**config.mk**
```make
export PLATFORM = sky130hd
export DESIGN_NAME = kfs_divider
export DESIGN_NICKNAME = d
export VERILOG_FILES = /design/src/sv/kfs_pkg.sv /design/src/sv/kfs_divider.sv
export SDC_FILE = /design/constraint.sdc
export NUM_CORES = 1
export LEC_CHECK = 0
export ABC_AREA = 1
export CAP_MARGIN = 15
export CORE_MARGIN = 2
export CORE_UTILIZATION = 60
export CTS_CLUSTER_SIZE = 12
export DETAILED_ROUTE_END_ITERATION = 8
export DONT_BUFFER_PORTS = 1
export HOLD_SLACK_MARGIN = 0.12
export PLACE_DENSITY = 0.74
export SLEW_MARGIN = 20
export SYNTH_ARGS = -nofsm -noshare
export SYNTH_HDL_FRONTEND = slang
export SYNTH_SLANG_ARGS = --single-unit
```
**constraint.sdc**
```tcl
create_clock -name clock -period 3.8 [get_ports clock]
set_input_delay 0.38 -clock clock [delete_from_list [all_inputs] [get_ports clock]]
set_output_delay 0.38 -clock clock [all_outputs]
set_load 0.1 [all_outputs]
```
**src/sv/kfs_pkg.sv**
```systemverilog
// ----------------------------------------------------------------------------
// Keyframe sampler package
// Shared types, codes and constants of the keyframe track sampler.
// ----------------------------------------------------------------------------
package kfs_pkg;

   localparam int DefaultMaxKeys = 256;
   localparam logic [16:0] FacOne = 17'h10000;

   // Request codes.
   localparam logic [1:0] REQ_LOAD  = 2'd0;
   localparam logic [1:0] REQ_QUERY = 2'd1;
   localparam logic [1:0] REQ_CLEAR = 2'd2;
   localparam logic [1:0] REQ_RSVD  = 2'd3;

   // Status codes.
   localparam logic [1:0] ST_SAMPLE  = 2'd0;
   localparam logic [1:0] ST_STORED  = 2'd1;
   localparam logic [1:0] ST_DROPPED = 2'd2;
   localparam logic [1:0] ST_CLEARED = 2'd3;

   typedef struct packed {
      logic [1:0]         req_type;
      logic [31:0]        key_time;
      logic signed [31:0] key_x;
      logic signed [31:0] key_y;
      logic signed [31:0] key_z;
      logic [31:0]        sample_time;
   } req_item_type;

   typedef struct packed {
      logic signed [31:0] out_x;
      logic signed [31:0] out_y;
      logic signed [31:0] out_z;
      logic [1:0]         status;
   } rsp_item_type;

   // Control between the sequencer and the divider.
   typedef struct packed {
      logic        start;
      logic [31:0] num;
      logic [31:0] den;
   } div_cmd_type;

   typedef struct packed {
      logic        done;
      logic [16:0] fac;
   } div_res_type;

   typedef enum logic [3:0] {
      S_IDLE,
      S_SEARCH,
      S_SRCH_WAIT,
      S_READ_I,
      S_READ_J,
      S_DIVIDE,
      S_MUL,
      S_SUM,
      S_OUT
   } state_type;

endpackage

```
**src/sv/kfs_divider.sv**
```systemverilog
// ----------------------------------------------------------------------------
// Keyframe sampler factor divider
// Restoring divider, one quotient bit per cycle, giving a Q1.16 factor; the caller saturates at 1.0.
// ----------------------------------------------------------------------------
module kfs_divider
   import kfs_pkg::*;
(
   input  logic        clock,
   input  logic        reset,
   input  div_cmd_type cmd,
   output div_res_type res
);

   // The quotient of (num << 16) / den needs only 17 bits after saturation,
   // and num < den guarantees that; otherwise the caller saturates anyway.
   logic [32:0] rem_ff, rem_in;
   logic [31:0] den_ff, den_in;
   logic [16:0] quo_ff, quo_in;
   logic [4:0]  cnt_ff, cnt_in;
   logic        busy_ff, busy_in;
   logic        done_ff, done_in;
   logic [33:0] trial;

   always_comb begin
      rem_in  = rem_ff;
      den_in  = den_ff;
      quo_in  = quo_ff;
      cnt_in  = cnt_ff;
      busy_in = busy_ff;
      done_in = 1'b0;
      trial   = {rem_ff, 1'b0} - {2'b00, den_ff};
      if (cmd.start) begin
         rem_in  = {1'b0, cmd.num};
         den_in  = cmd.den;
         quo_in  = '0;
         cnt_in  = 5'd15;
         busy_in = 1'b1;
      end else if (busy_ff) begin
         if (!trial[33]) begin
            rem_in = trial[32:0];
            quo_in = {quo_ff[15:0], 1'b1};
         end else begin
            rem_in = {rem_ff[31:0], 1'b0};
            quo_in = {quo_ff[15:0], 1'b0};
         end
         if (cnt_ff == 5'd0) begin
            busy_in = 1'b0;
            done_in = 1'b1;
         end
         cnt_in = cnt_ff - 5'd1;
      end
   end

   always_ff @(posedge clock) begin
      if (reset) begin
         busy_ff <= 1'b0;
         done_ff <= 1'b0;
         cnt_ff  <= '0;
      end else begin
         busy_ff <= busy_in;
         done_ff <= done_in;
         cnt_ff  <= cnt_in;
      end
      rem_ff <= rem_in;
      den_ff <= den_in;
      quo_ff <= quo_in;
   end

   assign res.done = done_ff;
   assign res.fac  = quo_ff;

endmodule

```
# After elaboration in Yosys (flattened, before gate mapping)

Cells that the tools add are included.

Flip-flop bits (word level): 89
Bits of input ports: 67
Word-level logic and storage cells: 25

Muxes and demuxes: 10
Add/subtract/negate cells: 2
Reduce and logical (&&, ||, !) cells: 4
Bitwise operators: 1

Operators with widths:

| operator                                         | count |
|---|---|
| 2-to-1 mux 32 bit                                | 2 |
| subtractor 34 x 32 -> 34 bit                     | 1 |
| 2-to-1 mux 33 bit                                | 1 |
| 2-to-1 mux 4 bit                                 | 2 |
| zero test 5 bit                                  | 1 |
| 2-to-1 mux 1 bit                                 | 5 |
| subtractor 5 x 1 -> 5 bit, second input constant | 1 |
| OR reduction 3 bit                               | 1 |
| nonzero test 2 bit                               | 1 |
| OR reduction 2 bit                               | 1 |
| inverter 1 bit                                   | 1 |

# Depth between registers and ports, before layout

Gate-level depths: netlist (run 1).

Depth after elaboration: 4
Depth in mapped cells: 18
Gate-level depth less buffers: 18

# Worst setup path before layout (run 1)

No wires, ideal clock.

Kind: reg2reg
From: register rem_ff[15]
To: register rem_ff[23], data pin
Buffers on the path: 1
Setup time: 0.253 ns
Required time: 3.547 ns
Period minus slack after synthesis: 2.199 ns
Slack: 1.601 ns
Stages on the path, launching flop included: 14
Data arrival time: 1.946 ns
Cell sequence: edfxtp_1 ha_1 nand2_2 inv_2 a21oi_2 a21boi_2 nand2_2 nand2_4 nand3_2 nand2_4 buf_12 nand2_2 nand3_1 nand2_1

Longest elaborated chain between the ends: 4

RTL lines:

| element                      | line              | source |
|---|---|---|
| start: declaration           | kfs_divider.sv:16 | `logic [32:0] rem_ff, rem_in;` |
| start signal: assignment     | kfs_divider.sv:64 | `rem_ff <= rem_in;` |
| subtractor 34 x 32 -> 34 bit | kfs_divider.sv:31 | `trial = {rem_ff, 1'b0} - {2'b00, den_ff};` |
| 2-to-1 mux 33 bit            | kfs_divider.sv:39 | `if (!trial[33]) begin` |
| 2-to-1 mux 32 bit            | kfs_divider.sv:38 | `end else if (busy_ff) begin` |
| 2-to-1 mux 32 bit            | kfs_divider.sv:32 | `if (cmd.start) begin` |
| net rem_in[23]               | kfs_divider.sv:16 |  |

The timed path passes the listed nets, and every way through them passes these cells. The select of a mux whose other input is x is not followed.
A chain may end at the register's enable or synchronous reset.

# Worst setup path in the final report (run 1)

From: register rem_ff[27]
To: register rem_ff[13], data pin

Same word-level chain as after synthesis.

==> key figures, run 1 <==
Status
  • Status: completed

Critical path
  • Critical Path Start: rem_ff[27]$_DFFE_PP_
  • Crit path max fanout: 17
  • Buf/Inv on CP: 0
  • Delay-heaviest family, CP: simple AND/OR/NAND/NOR gates
  • CP dominant cell by count: nand2_1
  • Reg2reg setup slack: roughly 0.9 ns
  • Worst path slowest cell: edfxtp_1
  • WP data required: slightly below 4 ns
  • Critical path endpoint category: flop
  • CP peak stage delay: roughly 0.42 ns
  • Reg2reg start: rem_ff[27]$_DFFE_PP_
  • Capture point of the worst reg-to-reg path: rem_ff[13]$_DFFE_PP_
  • Critical path class: flop to flop
  • CP arrival: 3.04 ns
  • CP Cell Sequence: ha_1 -> a21oi_1 -> o21ai_0 -> nand2_1 -> nand3_1 -> nor2_4 -> nand3_2 -> nand2_4 -> nand2_1 -> nand3_1 -> nand2_1
  • R2R cell count: 11
  • Startpoint types: flop

Synth
  • Mapped Cells: 903
  • Top cells by count, synth: nand2_1, inv_1, nand3_1, edfxtp_1, nor2_1
  • Synth Cell Area: approximately 0.0064 mm^2
  • Top post-synthesis cells by area: edfxtp_1, nand2_1, inv_1
  • Top cell type's share of synthesized area: 30.0%
  • Post-synthesis async set-or-reset flop share: 0%
  • Mapped Nets: about 1,000
  • Seq/Total Area, Yosys: a little under two fifths
  • Post-synth EDFFs: 64
  • Netlist cell types: 45
  • Synth Register Bits: just under 90
  • Total number of yosys warnings: 0
  • Top-count cell post-synth: nand2_1
  • Top_reg_cell synth: edfxtp_1
  • Post-synth top area cell: edfxtp_1
  • Post-Syn Area per Cell: about 7 um^2

Hold path
  • Hold/Removal Path Class: primary input to flop
  • Min-delay src: reset
  • Min-Delay Endpoint: cnt_ff[0]$_SDFFE_PP0P_
  • Hold depth: 3

Final layout
  • Area growth syn-to-layout: 9.44%
  • N_diodes: 0
  • FF/Latch Area: about 0.0024 mm^2
  • Final instance area: roughly 0.0070 mm^2
  • Layout cells sized above 1: under 10%
  • Final nets: ~1,000
  • # fillers: 916
  • Multi-input logic area: between 0.003 and 0.004 mm^2
  • Final Core Density: around two thirds

Clock network
  • Clk_lat worst skew: between 0.3 and 0.4 ns
  • Clock Tree Root: clkbuf_8
  • PostCTS Resize Cnt: 0
  • CTS Sinks: 89
  • CTS max path bufs: 2
  • CTS Buf Count: 9
  • Worst-path clk slew: ~0.10 ns
  • H-tree depth: 3
  • CTS tree: done

Timing
  • Relative slew slack: about a third
  • Hold WS: around 0.15 ns
  • Final Setup Violations: 0
  • Slew @ Worst Pin: a little over 1 ns
  • Final Max Slew Viols: 0
  • Setup TNS: 0 ns
  • Period utilization: ~76%
  • Unrepaired setup endpoints after global routing: false
  • Tmin final: 2.88 ns
  • F_max: 347 MHz
  • Max Clock Skew: between 0.015 and 0.02 ns
  • Final Hold Vio Count: 0

Power
  • VDD IR max: approximately 0.54 mV
  • Leakage power: 3.53 nW
  • Power, Total: 0.00386 W
  • Pwr Density: around 550 mW/mm^2

Drt
  • Drt first-iter violations: around 430
  • First drt pass iteration count: 5
  • Via/cell ratio: 5.40
  • Via count: approximately 5,800
  • Routed Wire Length: about 18,000 um
  • Wire length per cell: 16.5 um
  • DRC: 0
  • Antenna Nets Post-Route: 0

Placement
  • Port Buffer Count: 0
  • RePlAce Congestion: 0.986
  • Placed inst area: between 0.006 and 0.007 mm^2
  • Final HPWL DP: ~13,000 um

Floorplan
  • Row cnt: 37
  • Die width: 107 um
  • Die Ht: about 110 um
  • I/O Pins: 85
  • DIE AREA: around 0.012 mm^2
  • Core box area: between 0.01 and 0.015 mm^2
  • Initial core utilization: around 62%

Job
  • Max cap viols: 0

Global route
  • Largest net degree at the start of global routing: 39
  • Grt total ovfl: 0
  • First-pass GRT wire length: approximately 28,000 um
  • GR Layer Usage met2: 54.5%
  • Met3 usage: 5.57%
  • GRT Total Usage: 32.2%
  • GR Util met1: between 40% and 50%
  • Gr busiest metal: met2
  • Antenna violations before repair: 0
  • Vias in the first global route: between 5,000 and 6,000
## cell families after synthesis
group / Yosys count / share of synthesized area, %
buffers and inverters: 205 / 12.9
adder cells (fa/ha/maj): 33 / 6.55
AND/OR/NAND/NOR: 501 / 35.1
AO/OA/AOI/OAI: 60 / 5.64
XOR/XNOR: 15 / 2.05
flip-flops: 89 / 37.8
## routing by layer
| layer | vias to the layer above | part of all wire, % |
|---|---|---|
| li1 | 2899 | - |
| met1 | 2654 | 43 |
| met2 | 213 | 47 |
| met3 | 42 | 6.2 |
| met4 | 0 | 3.8 |
| met5 | - | 0 |
## what timing repair did
item / CTS / global route
setup buffers: 0 / 0
hold endpoints to repair: 68 / 0
hold buffers: 34 / 0
## worst register-to-register path, stage by stage (launching register included)
cell and delay [ns]:
edfxtp_1 0.42, ha_1 0.38, a21oi_1 0.23, o21ai_0 0.15, nand2_1 0.08, nand3_1 0.13
nor2_4 0.23, nand3_2 0.36, nand2_4 0.42, nand2_1 0.11, nand3_1 0.08, nand2_1 0.06
## worst max path at each step
stage | to | cells past startpoint
after global routing | rem_ff[9]$_DFFE_PP_ | 11
after detailed placement | rem_ff[13]$_DFFE_PP_ | 11
after global placement | rem_ff[24]$_DFFE_PP_ | 11
final | rem_ff[13]$_DFFE_PP_ | 11
after CTS | rem_ff[13]$_DFFE_PP_ | 11
after floorplan | rem_ff[23]$_DFFE_PP_ | 13
## sequential cells by signal, summed over array words and instances, names as in the netlist
name,flops
rem_ff,33
done_ff,1
den_ff,32
cnt_ff,5
quo_ff,17
busy_ff,1
## layout by cell type, fill, tap and decap left out, types with 13 or more instances in the layout
master / synthesis / layout
xnor2_1: 13 / 13
nand2_2: 22 / 22
edfxtp_1: 64 / 64
nor2_1: 52 / 52
nand3_1: 88 / 88
inv_1: 184 / 184
o22ai_1: 17 / 17
ha_1: 32 / 32
dfxtp_1: 25 / 25
a21oi_1: 20 / 20
nand2_1: 290 / 290
dlygate4sd3_1: 0 / 33
## power by group
part | switching, W | total [W] | internal, W
clock network | 0.000382 | 0.000632 | 0.000250
registers | 0.0000940 | 0.00130 | 0.00121
logic | 0.00126 | 0.00193 | 0.000668
total | 0.00173 | 0.00386 | 0.00212
## layout make-up
class / instances / area share (%)
inverter: 189 / 10.1
tap: 136 / 2.42
clock inverter: 6 / 0.731
clock buffer: 10 / 1.82
sequential: 89 / 34.5
multi-input combinational: 609 / 45.1
timing repair buffer: 37 / 5.31
## metrics by stage
| step | cells | setup WS, ns |
|---|---|---|
| finish | 1076 | 0.919 |
| global route | 1076 | 0.735 |
| CTS | 1076 | 0.931 |
| detailed placement | 1026 | 0.952 |
| global placement | 1026 | 1.00 |
| floorplan | 903 | 1.60 |
No activity file was read; power rests on OpenSTA's default activity.
==> run 2: changes to the inputs <==
- clock period: 3.8 -> 3 ns (I/O delays scaled with it)
==> run 2 against run 1 <==
  * Routed wire length up 2.9%
  * Non-clock buffer count grew 36
  * Combinational power increased by 31%
  * Worst setup slack got worse by 0.55 ns
  * Hold slack improved by 0.00087 ns
  * Via count increased by 3.7%
  * Critical path depth grew 1
  * Final area is 5.5% higher
  * Critical path type unchanged
  * Critical endpoint is now rem_ff[11]$_DFFE_PP_
==> key figures, run 2 (same netlist as run 1, synthesis figures left out) <==
Hold path
  • Hold/Removal Path Class: primary input to flop
  • Min-Delay Endpoint: cnt_ff[2]$_SDFFE_PP0P_
  • Hold depth: 4 (+1)
  • Min-delay src: cmd[64]

Power
  • Leakage power: 3.69 nW (+4.7%)
  • Pwr Density: 681 mW/mm^2 (+24%)
  • Power, Total: 0.00505 W (+31%)
  • VDD IR max: 0.503 mV (-6.4%)

Floorplan
  • Initial core utilization: 61.9% (unchanged)
  • DIE AREA: 0.0115 mm^2 (unchanged)
  • Die width: 107 um (unchanged)
  • Die Ht: 107 um (unchanged)
  • I/O Pins: 85 (unchanged)
  • Core box area: 0.0104 mm^2 (unchanged)
  • Row cnt: 37 (unchanged)

Critical path
  • Reg2reg setup slack: 0.37 ns (-0.55 ns)
  • Worst path slowest cell: ha_1
  • Critical path endpoint category: flop
  • Reg2reg start: rem_ff[23]$_DFFE_PP_
  • Startpoint types: flop
  • R2R cell count: 12 (+1)
  • Delay-heaviest family, CP: simple AND/OR/NAND/NOR gates
  • CP arrival: 2.81 ns (-0.23 ns)
  • Crit path max fanout: 17 (unchanged)
  • Buf/Inv on CP: 0 (unchanged)
  • Critical path class: flop to flop
  • CP peak stage delay: 0.45 ns (+0.03 ns)
  • CP Cell Sequence: ha_1 -> nand2_1 -> nor2_1 -> nand2_1 -> nor2_1 -> nand2_4 -> nand2_4 -> nand2_4 -> nand2_4 -> nand2_1 -> nand3_1 -> nand2_1
  • Capture point of the worst reg-to-reg path: rem_ff[11]$_DFFE_PP_
  • WP data required: 3.18 ns (-0.78 ns)

Drt
  • First drt pass iteration count: 5 (unchanged)
  • Routed Wire Length: 18,300 um (+2.9%)
  • Top layer in use: met5
  • Via/cell ratio: 5.41 (+0.31%)
  • Met1 wire length: 7880 um (+4.1%)
  • Detail Route met3 WL: 1180 um (+7.5%)
  • Routed met2 length: 8550 um (+1.8%)
  • Antenna Nets Post-Route: 0 (unchanged)
  • Wire length per cell: 16.4 um (-0.46%)
  • Drt first-iter violations: 451 (+5.4%)
  • Via count: 6,021 (+3.7%)
  • DRC: 0 (unchanged)

Timing
  • Slew @ Worst Pin: 1.01 ns (-0.00224 ns)
  • Tmin final: 2.63 ns (-0.249 ns)
  • Final Max Slew Viols: 0 (unchanged)
  • Unrepaired setup endpoints after global routing: false
  • Relative slew slack: 32.4% (+0.15 points)
  • F_max: 380 MHz (+9.5%)
  • Final Hold Vio Count: 0 (unchanged)
  • Max Clock Skew: 0.0104 ns (-0.00622 ns)
  • Final Setup Violations: 0 (unchanged)
  • Setup TNS: 0 ns (unchanged)
  • Hold WS: 0.150 ns (+0.000874 ns)
  • Period utilization: 87.7% (+12 points)

Job
  • Max cap viols: 0 (unchanged)

Global route
  • First-pass GRT wire length: 28,800 um (+1.8%)
  • Vias in the first global route: 5,904 (+1.1%)
  • Grt total ovfl: 0 (unchanged)
  • GRT Total Usage: 32.8% (+0.58 points)
  • Largest net degree at the start of global routing: 67 (+72%)
  • Antenna violations before repair: 1 (+1)

Final layout
  • Layout cells sized above 1: 7.07% (+0.15 points)
  • Final instance area: 0.00741 mm^2 (+5.5%)
  • Max reg flops: 33 (unchanged)
  • Final nets: 1,071 (+3.5%)
  • # fillers: 852 (-7.0%)
  • Regs by FF count: rem_ff x33, den_ff x32, quo_ff x17
  • Most common cell after layout, fill and taps aside: nand2_1
  • Most frequent cells in the layout: nand2_1, inv_1, nand3_1
  • Largest Register: rem_ff
  • Area growth syn-to-layout: 15.5%
  • N_diodes: 0 (unchanged)

Clock network
  • CTS tree: done
  • CTS Sinks: 89 (unchanged)
  • CTS Buf Count: 9 (unchanged)
  • Post-CTS Setup Bufs: 0 (unchanged)
  • Clock Tree Root: clkbuf_8
  • Worst-path clk slew: 0.11 ns (about the same)
  • Clk_lat worst skew: 0.40 ns (about the same)
  • CTS max path bufs: 2 (unchanged)
  • H-tree depth: 3 (unchanged)
  • PostCTS Resize Cnt: 0 (unchanged)
  • CTS hold repair buffers: 67 (+97%)

Status
  • Status: completed

Placement
  • Placed inst area: 0.00651 mm^2 (+0.35%)
  • RePlAce Congestion: 0.969 (-1.8%)
  • Port Buffer Count: 0 (unchanged)
  • Final HPWL DP: 12,900 um (-0.77%)
## run 2: changes by cell type in the layout (fill, tap and decap cells not counted)
cell           previous run  this run
buf_16                    0         1
clkinv_2                  1         0
inv_6                     3         0
dlygate4sd3_1            33        66
buf_4                     3         6
clkbuf_1                  1         0
clkinv_4                  1         2
buf_12                    1         0
clkinv_8                  0         2
inv_8                     1         3
## run 2: tightest hold or removal path, stage by stage
cell and delay [ns]:
o22ai_1 0.06, inv_1 0.05, o21ai_0 0.07, inv_1 0.05
## run 2: final cells by class
cell class / count / area (um^2) / share of cell area, %
Clock buffer: 9 / 124 / 1.67
Clock inverter: 7 / 83.8 / 1.13
Inverter: 189 / 709 / 9.57
Multi-Input combinational cell: 609 / 3170 / 42.7
Sequential cell: 89 / 2420 / 32.7
Tap cell: 136 / 170 / 2.30
Timing Repair Buffer: 73 / 733 / 9.90
## run 2: routing by layer
layer,vias up,GRT usage [%]
li1,2977,-
met1,2749,41.5
met2,241,55.1
met3,52,6.36
met4,2,13.1
met5,-,0
## run 2: per-stage QoR
stage | instances | worst slack (ns) | utilization (%)
floorplan | 903 | 0.801 | -
global placement | 1029 | 0.472 | 62.8
detailed placement | 1029 | 0.400 | 62.8
CTS | 1112 | 0.399 | 71.5
global route | 1112 | 0.170 | 71.5
finish | 1112 | 0.368 | 71.5
## run 2: how the worst max path moves through the flow
stage / from / end / cells past startpoint
2_1_floorplan: rem_ff[15]$_DFFE_PP_ / rem_ff[23]$_DFFE_PP_ / 13
3_3_place_gp: rem_ff[23]$_DFFE_PP_ / rem_ff[1]$_DFFE_PP_ / 12
3_5_place_dp: rem_ff[23]$_DFFE_PP_ / rem_ff[10]$_DFFE_PP_ / 12
4_1_cts: rem_ff[23]$_DFFE_PP_ / rem_ff[10]$_DFFE_PP_ / 12
5_1_grt: rem_ff[23]$_DFFE_PP_ / rem_ff[13]$_DFFE_PP_ / 12
6_report: rem_ff[23]$_DFFE_PP_ / rem_ff[11]$_DFFE_PP_ / 12
## run 2: power by group
group          internal [W]  switching, W
registers           0.00153      0.000119
logic              0.000887       0.00164
clock network      0.000335      0.000537
total               0.00275       0.00230
==> run 3: changes to the inputs <==
- CORE_UTILIZATION: 60 -> 45
- PLACE_DENSITY: 0.74 -> 0.58
- clock period: 3 -> 2.5 ns (I/O delays scaled with it)
==> run 3 against run 2 <==
  * Register-to-register slack worse by 0.27 ns
  * Count of clock-buffer cells in the layout unchanged
  * Global-route usage shrank 8.2 points
  * Combinational power is 42% higher
  * Largest power group unchanged
  * Cell count grew 8.9%
  * Clock power rose by 64%
  * Via count down 1.8%
  * Fmax grew 9.6%
  * Worst setup slack got worse by 0.27 ns
  * Core utilization is 12 points lower
  * Sequential power is 20% higher
  * Hold slack improved by 0.018 ns
==> key figures, run 3 (same netlist as run 1, synthesis figures left out) <==
Floorplan
  • Die Ht: 123 um (+15%)
  • Core box area: 0.0139 mm^2 (+34%)
  • Initial core utilization: 46.2% (-16 points)
  • Die width: 123 um (+15%)
  • DIE AREA: 0.0152 mm^2 (+32%)
  • Row cnt: 43 (+16%)
  • I/O Pins: 85 (unchanged)

Critical path
  • Reg2reg start: rem_ff[13]$_DFFE_PP_
  • Capture point of the worst reg-to-reg path: rem_ff[3]$_DFFE_PP_
  • Crit path max fanout: 9 (-8)
  • Critical path endpoint category: flop
  • WP data required: 2.62 ns (-0.56 ns)
  • R2R cell count: 15 (+3)
  • CP Cell Sequence: ha_4 -> nand2_2 -> nor2_4 -> inv_1 -> nor2_2 -> nand2_2 -> nand2_2 -> nand2_4 -> nand2_4 -> nand2_4 -> buf_12 -> nand2_8 -> nand2_1 -> nand3_1 -> nand2_1
  • CP arrival: 2.52 ns (-0.29 ns)
  • Startpoint types: flop
  • Critical path class: flop to flop
  • Worst path slowest cell: edfxtp_1
  • Reg2reg setup slack: 0.1 ns (-0.27 ns)
  • CP peak stage delay: 0.44 ns (about the same)

Hold path
  • Hold depth: 2 (-2)
  • Min-Delay Endpoint: cnt_ff[4]$_SDFFE_PP0P_
  • Min-delay src: reset
  • Hold/Removal Path Class: primary input to flop

Clock network
  • H-tree depth: 3 (unchanged)
  • Worst-path clk slew: 0.08 ns (-0.03 ns)
  • CTS Sinks: 89 (unchanged)
  • CTS max path bufs: 2 (unchanged)
  • CTS Buf Count: 9 (unchanged)
  • Clock Tree Root: clkbuf_16
  • Clk_lat worst skew: 0.37 ns (-0.03 ns)
  • CTS tree: done

Placement
  • RePlAce Congestion: 0.907 (-6.4%)
  • Placed inst area: 0.00698 mm^2 (+7.2%)
  • Dpl ws: 0.0437 ns (-0.357 ns)
  • Port Buffer Count: 0 (unchanged)
  • Placed instance count: 1,125 (+9.3%)
  • Final HPWL DP: 13,300 um (+2.5%)

Final layout
  • Most frequent cells in the layout: nand2_1, inv_1, nand3_1
  • Layout cells sized above 1: 15.5% (+8.4 points)
  • N_diodes: 0 (unchanged)
  • Max reg flops: 33 (unchanged)
  • Final instance area: 0.00831 mm^2 (+12%)
  • Post-Layout Cell Count: 1,211 (+8.9%)
  • Largest Register: rem_ff
  • Regs by FF count: rem_ff x33, den_ff x32, quo_ff x17
  • Area growth syn-to-layout: 29.5%
  • Final nets: 1,126 (+5.1%)
  • Most common cell after layout, fill and taps aside: nand2_1

Global route
  • First-pass GRT wire length: 28,200 um (-2.0%)
  • Grt total ovfl: 0 (unchanged)
  • Largest net degree at the start of global routing: 63 (-6.0%)
  • Antenna violations before repair: 0 (-1)
  • Vias in the first global route: 5,759 (-2.5%)
  • GRT Total Usage: 24.5% (-8.2 points)

Power
  • Leakage power: 4.04 nW (+9.4%)
  • Pwr Density: 842 mW/mm^2 (+24%)
  • VDD IR max: 0.541 mV (+7.4%)

Drt
  • First drt pass iteration count: 5 (unchanged)
  • Via count: 5,915 (-1.8%)
  • DRC: 0 (unchanged)
  • Wire length per cell: 15.2 um (-7.5%)
  • Routed Wire Length: 18,400 um (+0.70%)
  • Via/cell ratio: 4.88 (-9.8%)
  • Drt first-iter violations: 475 (+5.3%)
  • Antenna Nets Post-Route: 0 (unchanged)

Timing
  • Period utilization: 96.0% (+8.3 points)
  • Final Setup Violations: 0 (unchanged)
  • Tmin final: 2.40 ns (-0.231 ns)
  • Final Max Slew Viols: 0 (unchanged)
  • Slew @ Worst Pin: 0.976 ns (-0.0374 ns)
  • Final Hold Vio Count: 0 (unchanged)
  • Hold WS: 0.168 ns (+0.0182 ns)
  • Setup TNS: 0 ns (unchanged)
  • Max Clock Skew: 0.0170 ns (+0.00668 ns)
  • F_max: 417 MHz (+9.6%)
  • Relative slew slack: 34.9% (+2.5 points)
  • Final WS setup: 0.0992 ns (-0.269 ns)

Job
  • Max cap viols: 0 (unchanged)

Status
  • Status: completed
## run 3: report_power, final
part           leakage [nW]  internal, W  switching (W)
logic                  3.05      0.00148        0.00210
clock network         0.151     0.000718       0.000716
registers             0.841      0.00184       0.000145
total                  4.04      0.00403        0.00296
## run 3: routing by layer
metal | vias to the layer above | global-route usage (%) | share of wire [%]
met4 | 0 | 6.18 | 1.3
li1 | 3091 | - | -
met3 | 18 | 3.69 | 3.9
met5 | - | 0 | 0
met2 | 136 | 42.2 | 47
met1 | 2670 | 32.2 | 47
## run 3: through the flow
stage | power, W | utilization (%)
5_1_grt | 0.00752 | 59.9
3_5_place_dp | 0.00514 | 50.3
3_3_place_gp | 0.00513 | 50.3
2_1_floorplan | 0.00426 | -
4_1_cts | 0.00670 | 57.5
6_report | 0.00700 | 59.9
## run 3: timing repair
action                                  CTS  global route
endpoints found under the setup margin    0            33
gates resized for setup                   0            50
buffers inserted                          0             2
hold buffers                             67             0
hold endpoints to repair                103             0
## run 3: final cells by class
type | count | area (um^2)
flip-flops and latches | 89 | 2420
repair buffers | 127 | 1180
clock buffers | 9 | 225
inverters | 189 | 709
multi-input cells | 610 | 3460
clock inverters | 7 | 83.8
well taps | 180 | 225
fillers | 1305 | 5570
## run 3: how the worst max path moves through the flow
stage	endpoint	slack, ns	start	depth (start not counted)
finish	rem_ff[3]$_DFFE_PP_	0.1	rem_ff[13]$_DFFE_PP_	15
global route	rem_ff[17]$_DFFE_PP_	-0.01	den_ff[24]$_DFFE_PP_	15
CTS	rem_ff[1]$_DFFE_PP_	0.02	rem_ff[13]$_DFFE_PP_	14
detailed placement	rem_ff[1]$_DFFE_PP_	0.04	rem_ff[15]$_DFFE_PP_	14
global placement	rem_ff[5]$_DFFE_PP_	0.05	rem_ff[13]$_DFFE_PP_	15
floorplan	rem_ff[23]$_DFFE_PP_	0.30	rem_ff[15]$_DFFE_PP_	13
## run 3: critical path: cells and delay by family, from the launching register on
family	cells	cell delay, ns
flops	1	0.44
simple gates	12	1.15
fa+ha+maj	1	0.32
buf+inv	2	0.25
